==> config.mk <==
export PLATFORM = sky130hd
export DESIGN_NAME = min_cost_open_list
export DESIGN_NICKNAME = d
export VERILOG_FILES = /design/src/design/mcol_pkg.sv /design/src/design/mcol_dp.sv /design/src/design/mcol_ctrl.sv /design/src/design/min_cost_open_list.sv
export SDC_FILE = /design/constraint.sdc
export NUM_CORES = 2
export LEC_CHECK = 0
export BUFFER_PORTS_ARGS = -buffer_cell sky130_fd_sc_hd__buf_4
export CAP_MARGIN = 5
export CORE_AREA = 2 2 598 600
export CTS_CLUSTER_SIZE = 25
export DETAILED_ROUTE_END_ITERATION = 12
export DIE_AREA = 0 0 600 602
export PLACE_DENSITY = 0.48
export SETUP_SLACK_MARGIN = 0.2
export SYNTH_ARGS = -nofsm -noshare
export SYNTH_HDL_FRONTEND = slang
export SYNTH_SLANG_ARGS = --single-unit
export TNS_END_PERCENT = 30
==> constraint.sdc <==
create_clock -name clk -period 8.15 [get_ports clk]
set_input_delay 2.0375 -clock clk [delete_from_list [all_inputs] [get_ports clk]]
set_output_delay 2.0375 -clock clk [all_outputs]
set_load 0.02 [all_outputs]
==> src/design/mcol_pkg.sv <==
// Shared constants, types and controller/datapath interface structs for the open list.
package mcol_pkg;

	localparam int CAPACITY = 64;
	localparam int IDX_W    = $clog2(CAPACITY);
	localparam int CNT_W    = $clog2(CAPACITY + 1);

	localparam int OP_W   = 2;
	localparam int ID_W   = 16;
	localparam int COST_W = 24;
	localparam int ST_W   = 2;
	localparam int OCC_W  = 7;

	localparam int S_DATA_W   = 40;
	localparam int M_FIELDS_W = ST_W + 1 + ID_W + COST_W + OCC_W;
	localparam int M_DATA_W   = 56;
	localparam int M_PAD_W    = M_DATA_W - M_FIELDS_W;

	typedef enum logic [OP_W-1:0] {
		OP_CLEAR    = 2'd0,
		OP_ADD      = 2'd1,
		OP_CONTAINS = 2'd2,
		OP_POP      = 2'd3
	} op_t;

	localparam logic [ST_W-1:0] ST_OK    = 2'd0;
	localparam logic [ST_W-1:0] ST_FULL  = 2'd1;
	localparam logic [ST_W-1:0] ST_EMPTY = 2'd2;

	typedef struct packed {
		logic [ID_W-1:0]   id;
		logic [COST_W-1:0] cost;
	} slot_t;

	typedef struct packed {
		logic load;       // latch the input transaction
		logic add;        // append, or flag a drop when full
		logic clr;        // empty the list
		logic scan_init;  // rewind scan index, clear hit/min
		logic rd_en;      // read slot at scan index, advance index
		logic cmp;        // fold read data into hit/min
		logic shift_init; // index to one past the minimum
		logic shift_wr;   // write read data one slot down
		logic dec_fill;   // drop one entry from the count
		logic res_load;   // load the output register
	} mcol_cmd_t;

	typedef struct packed {
		op_t  op;
		logic fill_zero;
		logic idx_end;
		logic res_busy;
	} mcol_sts_t;

endpackage

==> src/design/mcol_dp.sv <==
// Datapath: slot memory, fill count, scan index, min/hit tracking and output register.
module mcol_dp (
	input  logic                           clk,
	input  logic                           arst_n,
	input  mcol_pkg::mcol_cmd_t            cmd,
	output mcol_pkg::mcol_sts_t            sts,
	input  logic [mcol_pkg::S_DATA_W-1:0]  s_tdata,
	input  logic [mcol_pkg::OP_W-1:0]      s_tuser,
	output logic                           m_tvalid,
	input  logic                           m_tready,
	output logic [mcol_pkg::M_DATA_W-1:0]  m_tdata
);

	mcol_pkg::slot_t mem [mcol_pkg::CAPACITY];

	logic [mcol_pkg::CNT_W-1:0]  fill_q;
	logic [mcol_pkg::CNT_W-1:0]  idx_q;
	logic                        rd_vld_s1;
	logic [mcol_pkg::IDX_W-1:0]  rd_idx_s1;
	mcol_pkg::slot_t             rd_slot_s1;
	mcol_pkg::op_t               op_q;
	logic [mcol_pkg::ID_W-1:0]   id_q;
	logic [mcol_pkg::COST_W-1:0] cost_q;
	logic                        drop_q;
	logic                        hit_q;
	logic                        have_best_q;
	mcol_pkg::slot_t             best_q;
	logic [mcol_pkg::IDX_W-1:0]  best_idx_q;

	logic                        full;
	logic [mcol_pkg::ST_W-1:0]   res_status;
	logic                        res_found;
	mcol_pkg::slot_t             res_slot;

	assign full = (fill_q == mcol_pkg::CNT_W'(mcol_pkg::CAPACITY));

	assign sts.op        = op_q;
	assign sts.fill_zero = (fill_q == '0);
	assign sts.idx_end   = (idx_q == fill_q);
	assign sts.res_busy  = m_tvalid & ~m_tready;

	always_comb begin
		res_status = mcol_pkg::ST_OK;
		res_found  = 1'b0;
		res_slot   = '0;
		unique case (op_q)
			mcol_pkg::OP_ADD: begin
				if (drop_q) res_status = mcol_pkg::ST_FULL;
			end
			mcol_pkg::OP_CONTAINS: begin
				res_found = hit_q;
			end
			mcol_pkg::OP_POP: begin
				if (have_best_q) begin
					res_found = 1'b1;
					res_slot  = best_q;
				end else begin
					res_status = mcol_pkg::ST_EMPTY;
				end
			end
			default: ;
		endcase
	end

	// control state
	always_ff @(posedge clk or negedge arst_n) begin
		if (!arst_n) begin
			fill_q    <= '0;
			rd_vld_s1 <= 1'b0;
			m_tvalid  <= 1'b0;
		end else begin
			if (cmd.clr) begin
				fill_q <= '0;
			end else if (cmd.add && !full) begin
				fill_q <= fill_q + mcol_pkg::CNT_W'(1);
			end else if (cmd.dec_fill) begin
				fill_q <= fill_q - mcol_pkg::CNT_W'(1);
			end
			rd_vld_s1 <= cmd.rd_en;
			if (cmd.res_load) begin
				m_tvalid <= 1'b1;
			end else if (m_tready) begin
				m_tvalid <= 1'b0;
			end
		end
	end

	// payload and scan registers
	always_ff @(posedge clk) begin
		if (cmd.load) begin
			op_q   <= mcol_pkg::op_t'(s_tuser);
			id_q   <= s_tdata[mcol_pkg::ID_W-1:0];
			cost_q <= s_tdata[mcol_pkg::ID_W +: mcol_pkg::COST_W];
		end
		if (cmd.add) drop_q <= full;

		if (cmd.scan_init) begin
			idx_q <= '0;
		end else if (cmd.shift_init) begin
			idx_q <= mcol_pkg::CNT_W'(best_idx_q) + mcol_pkg::CNT_W'(1);
		end else if (cmd.rd_en) begin
			idx_q <= idx_q + mcol_pkg::CNT_W'(1);
		end
		if (cmd.rd_en) rd_idx_s1 <= idx_q[mcol_pkg::IDX_W-1:0];

		if (cmd.scan_init) begin
			hit_q       <= 1'b0;
			have_best_q <= 1'b0;
		end else if (cmd.cmp && rd_vld_s1) begin
			if (rd_slot_s1.id == id_q) hit_q <= 1'b1;
			// strict less-than keeps the earliest slot on a cost tie
			if (!have_best_q || (rd_slot_s1.cost < best_q.cost)) begin
				best_q      <= rd_slot_s1;
				best_idx_q  <= rd_idx_s1;
				have_best_q <= 1'b1;
			end
		end

		if (cmd.res_load) begin
			m_tdata <= {{mcol_pkg::M_PAD_W{1'b0}},
				mcol_pkg::OCC_W'(fill_q),
				res_slot.cost, res_slot.id, res_found, res_status};
		end
	end

	// slot memory: one write port, one registered read port
	always_ff @(posedge clk) begin
		if (cmd.add && !full) begin
			mem[fill_q[mcol_pkg::IDX_W-1:0]] <= '{id: id_q, cost: cost_q};
		end else if (cmd.shift_wr && rd_vld_s1) begin
			mem[rd_idx_s1 - mcol_pkg::IDX_W'(1)] <= rd_slot_s1;
		end
		if (cmd.rd_en) rd_slot_s1 <= mem[idx_q[mcol_pkg::IDX_W-1:0]];
	end

endmodule

==> src/design/mcol_ctrl.sv <==
// Controller: sequences decode, scan, shift-down and result hand-off.
module mcol_ctrl (
	input  logic                 clk,
	input  logic                 arst_n,
	input  logic                 s_tvalid,
	output logic                 s_tready,
	input  mcol_pkg::mcol_sts_t  sts,
	output mcol_pkg::mcol_cmd_t  cmd
);

	typedef enum logic [2:0] {
		S_IDLE,
		S_DECODE,
		S_SCAN,
		S_SHIFT_INIT,
		S_SHIFT,
		S_FINISH
	} state_t;

	state_t state_q;
	state_t state_nxt;

	assign s_tready = (state_q == S_IDLE);

	always_comb begin
		cmd       = '0;
		state_nxt = state_q;
		unique case (state_q)
			S_IDLE: begin
				if (s_tvalid) begin
					cmd.load  = 1'b1;
					state_nxt = S_DECODE;
				end
			end
			S_DECODE: begin
				unique case (sts.op)
					mcol_pkg::OP_CLEAR: begin
						cmd.clr   = 1'b1;
						state_nxt = S_FINISH;
					end
					mcol_pkg::OP_ADD: begin
						cmd.add   = 1'b1;
						state_nxt = S_FINISH;
					end
					default: begin
						cmd.scan_init = 1'b1;
						state_nxt     = S_SCAN;
					end
				endcase
			end
			S_SCAN: begin
				cmd.cmp   = 1'b1;
				cmd.rd_en = ~sts.idx_end;
				if (sts.idx_end) begin
					if (sts.op == mcol_pkg::OP_POP && !sts.fill_zero) begin
						state_nxt = S_SHIFT_INIT;
					end else begin
						state_nxt = S_FINISH;
					end
				end
			end
			S_SHIFT_INIT: begin
				cmd.shift_init = 1'b1;
				state_nxt      = S_SHIFT;
			end
			S_SHIFT: begin
				cmd.shift_wr = 1'b1;
				cmd.rd_en    = ~sts.idx_end;
				if (sts.idx_end) begin
					cmd.dec_fill = 1'b1;
					state_nxt    = S_FINISH;
				end
			end
			S_FINISH: begin
				if (!sts.res_busy) begin
					cmd.res_load = 1'b1;
					state_nxt    = S_IDLE;
				end
			end
			default: state_nxt = S_IDLE;
		endcase
	end

	always_ff @(posedge clk or negedge arst_n) begin
		if (!arst_n) begin
			state_q <= S_IDLE;
		end else begin
			state_q <= state_nxt;
		end
	end

endmodule

==> src/design/min_cost_open_list.sv <==
// Top level of the min-cost open list: controller plus datapath.
//
// Open list for a path search: an unsorted array of up to 64 (id, cost)
// entries kept in insertion order. One input transaction carries one
// operation on s_tuser (clear, add, contains, pop-minimum) with the id and
// cost on s_tdata; each operation returns exactly one result transaction
// on m_tdata with status, found, popped id/cost and the occupancy after it.
//
// Steps per operation: clear and add decode and then load the result;
// contains scans the filled slots, one slot read per cycle, then loads the
// result; pop scans for the minimum at slot k, shifts the slots above k
// one place down, drops the count and loads the result.
// The single read port of the slot memory paces both passes: the scan
// reads one slot per cycle, and the shift-down reads one slot and writes
// it one place lower per cycle. One operation is in flight at a time.
//
// Reset empties the list (fill count to zero); the slot memory is not
// cleared since only slots below the fill count are ever read.
// The result sits in an output register: the next transaction is accepted
// while an earlier result waits, and the block holds at its finish step
// until m_tready frees the register.
module min_cost_open_list (
	input  logic                          clk,
	input  logic                          arst_n,
	input  logic                          s_tvalid,
	output logic                          s_tready,
	// s_tdata, low bit up: entry_id[15:0], entry_cost[39:16]
	input  logic [mcol_pkg::S_DATA_W-1:0] s_tdata,
	// s_tuser: op[1:0]
	input  logic [mcol_pkg::OP_W-1:0]     s_tuser,
	output logic                          m_tvalid,
	input  logic                          m_tready,
	// m_tdata, low bit up: status[1:0], found[2], out_id[18:3],
	// out_cost[42:19], occupancy[49:43], zero pad[55:50]
	output logic [mcol_pkg::M_DATA_W-1:0] m_tdata
);

	mcol_pkg::mcol_cmd_t cmd;
	mcol_pkg::mcol_sts_t sts;

	mcol_ctrl u_ctrl (
		.clk      (clk),
		.arst_n   (arst_n),
		.s_tvalid (s_tvalid),
		.s_tready (s_tready),
		.sts      (sts),
		.cmd      (cmd)
	);

	mcol_dp u_dp (
		.clk      (clk),
		.arst_n   (arst_n),
		.cmd      (cmd),
		.sts      (sts),
		.s_tdata  (s_tdata),
		.s_tuser  (s_tuser),
		.m_tvalid (m_tvalid),
		.m_tready (m_tready),
		.m_tdata  (m_tdata)
	);

endmodule

Word level (Yosys, flattened, before mapping)

Memory sizes are Yosys's and may differ from the RTL's. A register that Yosys moved wholly into a read port is not among the register bits.
Cells that the tools add are included.

Add/sub/neg operators: 5
Order comparisons: 1
Equality and inequality tests: 15
Muxes and demuxes: 40
Bitwise logic cells: 4
Reductions and logical operators: 22

Operators by type and width:

| cell                | count |
|---|---|
| $mux 40             | 1 |
| $reduce_or 40->1    | 1 |
| $mux 7              | 5 |
| $lt 24x24->1        | 1 |
| $mux 1              | 21 |
| $mux 3              | 7 |
| $pmux 3 s6          | 1 |
| $eq 16x16->1        | 1 |
| $add 7x1->7 const B | 2 |
| $add 6x1->7 const B | 1 |
| $eq 7x7->1          | 1 |
| $eq 7x7->1 const B  | 1 |
| $logic_not 7->1     | 1 |
| $sub 7x1->7 const B | 1 |
| $eq 3x2->1 const B  | 2 |
| $eq 3x3->1 const B  | 2 |
| $mux 6              | 1 |
| $reduce_and 2->1    | 3 |
| $sub 6x1->6 const B | 1 |
| $eq 2x2->1 const B  | 2 |
| $logic_and 1x1->1   | 4 |
| $mux 2              | 2 |
| $ne 2x1->1 const B  | 2 |
| $ne 2x2->1 const B  | 2 |
| other kinds (15)    | 21 |

Bits in registers: 166
Memory bits (writable): 2560
Bits of input ports: 46
Output and inout port bits: 58
Logic and storage cells: 105
Memories: 1

Memory list:

| memory   | words | width | read ports | clocked after Yosys merged registers in | write ports | line          | text |
|---|---|---|---|---|---|---|---|
| u_dp.mem | 64    | 40    | 1          | 1                                       | 1           | mcol_dp.sv:14 | `mcol_pkg::slot_t mem [mcol_pkg::CAPACITY];` |

Logic depth before layout (Yosys ltp)

Depth after elaboration: 9
Mapped depth: 12
Gate-level depth less buffers: 11

By module

Synthesis repeated with hierarchy kept, for this count alone.

Cell total of the unflattened synthesis: 4730
Area total of the unflattened synthesis: 105787.7 um^2

Modules (own cells, without submodules):

| module    | times used | cells an instance | area an instance (um^2) | seq. area each (um^2) |
|---|---|---|---|---|
| mcol_dp   | 1          | 4692              | 105479.9                | 82834.4 |
| mcol_ctrl | 1          | 38                | 307.8                   | 75.1 |

Least setup slack after synthesis

No wires, ideal clock.

Path kind: register -> register
Start point: register u_ctrl.state_q[1]
End point: memory u_dp.mem[40][0] in the netlist's numbering, enable pin
Setup time: 538 ps
Arrival time: 5537 ps
Required time: 7612 ps
Path slack: 2075 ps
Stages on the path, launching flop included: 7
Path through: dfrtp_1 clkbuf_1 or3b_1 nor2_4 o21ai_1 o31ai_2 nor4bb_1

RTL lines:

| element                | line            | text |
|---|---|---|
| from (decl)            | mcol_ctrl.sv:20 | `state_t state_q;` |
| from (signal assigned) | mcol_ctrl.sv:88 | `state_q <= state_nxt;` |
| to (decl)              | mcol_dp.sv:14   |  |

Worst setup path after layout

Start point: register u_ctrl.state_q[2]
End point: memory u_dp.mem[44][1] in the netlist's numbering, enable pin

Word-level cells in the longest chain between the ends: 8

Ends and longest elaborated chain:

| element                                           | line            | text |
|---|---|---|
| $eq 3x3->1                                        | mcol_ctrl.sv:28 | `unique case (state_q)` |
| $mux 2                                            | mcol_ctrl.sv:28 |  |
| $logic_and 1x1->1                                 | mcol_dp.sv:130  | `end else if (cmd.shift_wr && rd_vld_s1) begin` |
| $mux 1                                            | mcol_dp.sv:130  |  |
| $mux 1                                            | mcol_dp.sv:128  | `if (cmd.add && !full) begin` |
| $mux 1 (not written as such)                      | mcol_dp.sv:131  | `mem[rd_idx_s1 - mcol_pkg::IDX_W'(1)] <= rd_slot_s1;` |
| $reduce_or 40->1 (no line)                        | --              |  |
| $mux 6 (no line) / $mux 1 (equally long branches) | --              |  |

Several ways; a longest one is shown, not always the timed one.

==> impl_metrics.json <==
{
  "timing.final.hold_violations": 0,
  "start_util_pct": 29.9,
  "die_w_microns": 600,
  "cts_buffer_depth": 4,
  "synth_edf_count": 2745,
  "grt_pass1_vias": 50500,
  "setup_violations": 0,
  "critPathMaxFanout": 57,
  "finalCoreUtilization_pct": 34.7,
  "grt_pass1_wl_microns": 411000,
  "tightest_slew_ns": 1.17,
  "finalPower_mw": 42.7,
  "grt_max_degree": 95,
  "min_from": "u_dp.rd_idx_s1[5]",
  "wirelength_microns": 295000,
  "synth_seq_area_share_pct": 78.1,
  "rows": 219,
  "cts_sinks": 2766,
  "cts_hold_buffers": 0,
  "cts-resized-gates": 0,
  "critPathArrivalTime_ns": 5.45,
  "worstSetupEndpointType": "flop",
  "rsz0062_at_grt": "false",
  "switching_share_pct": 31.7,
  "intPower_mw": 29.2,
  "fmax_mhz": 203,
  "ios": 104,
  "portBuffers": 97,
  "gp_congestion": 0.776,
  "hold_ws_ns": 0.506,
  "drive_gt1_share_pct": 28.5,
  "pwr-share-clk_pct": 31.1,
  "cp-start-kind": "flop",
  "syn-cell-area_sq_mm": 0.106,
  "drc": 0,
  "clk_latency_ns": 0.90,
  "max-slew-margin-rel_pct": 22.3,
  "leakagePower_nw": 37.6,
  "path_clk_slew_ns": 0.06,
  "fill_cells": 32800,
  "yosys_warnings": 0,
  "clock_skew_ns": 0.0474,
  "area_growth_syn_to_layout_pct": 16.0,
  "status": "completed",
  "finalNonFillerCells": 9994,
  "place.detailed.instances": 9443,
  "antenna_found_initial": 26,
  "maxCapViolations": 0,
  "critical_path_class": "flop to flop",
  "ir_drop_uv": 237,
  "power_frac_comb_pct": 27.1,
  "fin_crit_sh_pct": 60.5,
  "cts_root_buf": "clkbuf_16",
  "cts_tree": "yes",
  "layout_setup_ws_ns": 3.22,
  "final-seq-area_sq_mm": 0.0829,
  "cts_buffers": 300,
  "yosysUniqueCellTypes": 61,
  "synth-main-ff-cell": "edfxtp_1",
  "final.setup.tns_ns": 0,
  "worstHoldPathType": "flop to flop",
  "core_sq_mm": 0.355,
  "use_met3_pct": 2.81,
  "track_usage_pct": 16.1,
  "via_per_inst": 5.01,
  "seqPwrFrac_pct": 41.8,
  "placed_area_sq_mm": 0.114,
  "fin_nets": 5071,
  "multi_input_area_sq_mm": 0.0227,
  "die_area_sq_mm": 0.361,
  "grtUsageMet1_pct": 24.2,
  "grt_overflow_total": 0,
  "synth_area_per_cell_sq_um": 22.7,
  "grt_util_met2_pct": 24.4,
  "dp_slack_ns": 3.22,
  "place.detailed.hpwl_microns": 179000,
  "ys_ff_latch": 2766,
  "syn_inst": 4685,
  "min_period_ns": 4.93,
  "required_ns": 8.66,
  "htree_num_levels": 5,
  "num_vias": 50100,
  "startpoint": "u_ctrl.state_q[2]",
  "dr.pass1.iters": 7,
  "design_area_sq_mm": 0.123,
  "async_flop_share_pct": 0.434,
  "maxSlewViolCount": 0,
  "pwr_density_cell_mw_per_mm2": 347,
  "drtIter0Drc": 6199,
  "reg2reg_from": "u_ctrl.state_q[2]",
  "grt_busiest_layer": "met2",
  "switchingPower_mw": 13.5,
  "wl_per_cell_microns": 29.5,
  "die_h_microns": 602,
  "cts_setup_buffers": 0,
  "drt.antenna.violating_nets": 0
}
==> power by group through the flow <==
stage / logic [mW] / clock network [mW] / registers, mW
2_1_floorplan: 7.04 / 0 / 17.7
3_3_place_gp: 11.7 / 0 / 18.1
3_5_place_dp: 11.7 / 0 / 18.1
4_1_cts: 11.8 / 13.6 / 17.8
5_1_grt: 12.3 / 14.1 / 17.9
6_report: 11.6 / 13.3 / 17.8
==> cell usage in the layout, fill, tap and decap left out, types with 60 or more instances in the layout <==
master,n
edfxtp_1,2745
clkbuf_16,311
nor2_1,61
clkbuf_1,92
buf_4,239
mux4_2,714
nand2_1,135
mux2i_1,119
o22ai_1,60
nor2_4,60
==> path summary, 6_finish.rpt <==
kind / to / slack, ns / depth (start not counted)
min reg2reg: u_dp.best_idx_q[5] / 0.51 / 0
min: u_dp.best_idx_q[5] / 0.51 / 0
min in group asynchronous: u_dp.m_tvalid / 0.97 / 1
max in group asynchronous: u_dp.fill_q[0] / 6.98 / 1
max reg2reg: u_dp.mem[44][1] / 3.22 / 7
max: u_dp.mem[44][1] / 3.22 / 7
==> critical path, cell delays in order (launching register included) <==
cell,delay (ns)
dfrtp_1,0.67
nor4bb_4,0.29
buf_4,0.59
nor2_1,0.14
a21oi_1,0.71
nand4_1,0.58
nor2_4,0.93
buf_4,0.53
==> sequential cells by signal, summed over array words and instances, names as in the netlist, 6 cells and up <==
register / flops
u_dp.idx_q: 7
u_dp.best_q: 40
u_dp.mem: 2560
u_dp.id_q: 16
u_dp.rd_slot_s1: 40
u_dp.m_tdata: 50
u_dp.rd_idx_s1: 6
u_dp.fill_q: 7
u_dp.best_idx_q: 6
u_dp.cost_q: 24
==> per-layer routing <==
metal / up-vias / routed length (microns)
met3: 333 / 21000
li1: 20500 / -
met4: 0 / 5250
met1: 27600 / 135000
met2: 1642 / 134000
met5: - / 0
==> cell usage after synthesis (3+ instances only) <==
cell | count | area [sq um]
buf_6 | 5 | 56.3
buf_4 | 29 | 218
and2_1 | 47 | 294
dfxtp_1 | 9 | 180
nor2_1 | 119 | 447
buf_1 | 21 | 78.8
or3_1 | 4 | 25.0
nand2b_1 | 17 | 106
ha_1 | 30 | 375
a22oi_1 | 48 | 360
a221oi_1 | 26 | 228
o22ai_1 | 60 | 375
nor3_1 | 8 | 40.0
xor2_1 | 6 | 52.6
mux2i_1 | 119 | 1190
clkbuf_1 | 96 | 360
o21ai_0 | 45 | 225
and3_1 | 4 | 25.0
edfxtp_1 | 2745 | 82400
mux4_2 | 714 | 16100
nor2b_1 | 15 | 93.8
o211ai_1 | 23 | 173
buf_2 | 96 | 480
a21oi_1 | 29 | 145
o311ai_0 | 3 | 26.3
a31oi_1 | 12 | 75.1
a21o_1 | 13 | 97.6
nand3_1 | 35 | 175
nand4_1 | 12 | 75.1
nand2_1 | 174 | 653
o31ai_1 | 4 | 30.0
dfrtp_1 | 12 | 300
xnor2_1 | 29 | 254
inv_1 | 34 | 128
a211oi_1 | 6 | 45.0
==> cell type report <==
class	count	area share [%]
clock inverter	130	1.02
multi-input combinational	1640	18.4
sequential	2766	67.3
inverter	37	0.119
antenna	14	0.0284
clock buffer	407	6.64
timing repair buffer	249	1.62
tap	4751	4.82
==> kinds of logic after synthesis <==
kind of cell / share of synthesized area [%]
mux: 16.3
simple gates: 1.92
fa+ha+maj: 0.372
buf+inv: 1.25
compound gates: 1.80
xor+xnor: 0.289
flops: 78.1
other cells: 0.00353
Note: power is estimated with default switching activity, not from simulation.
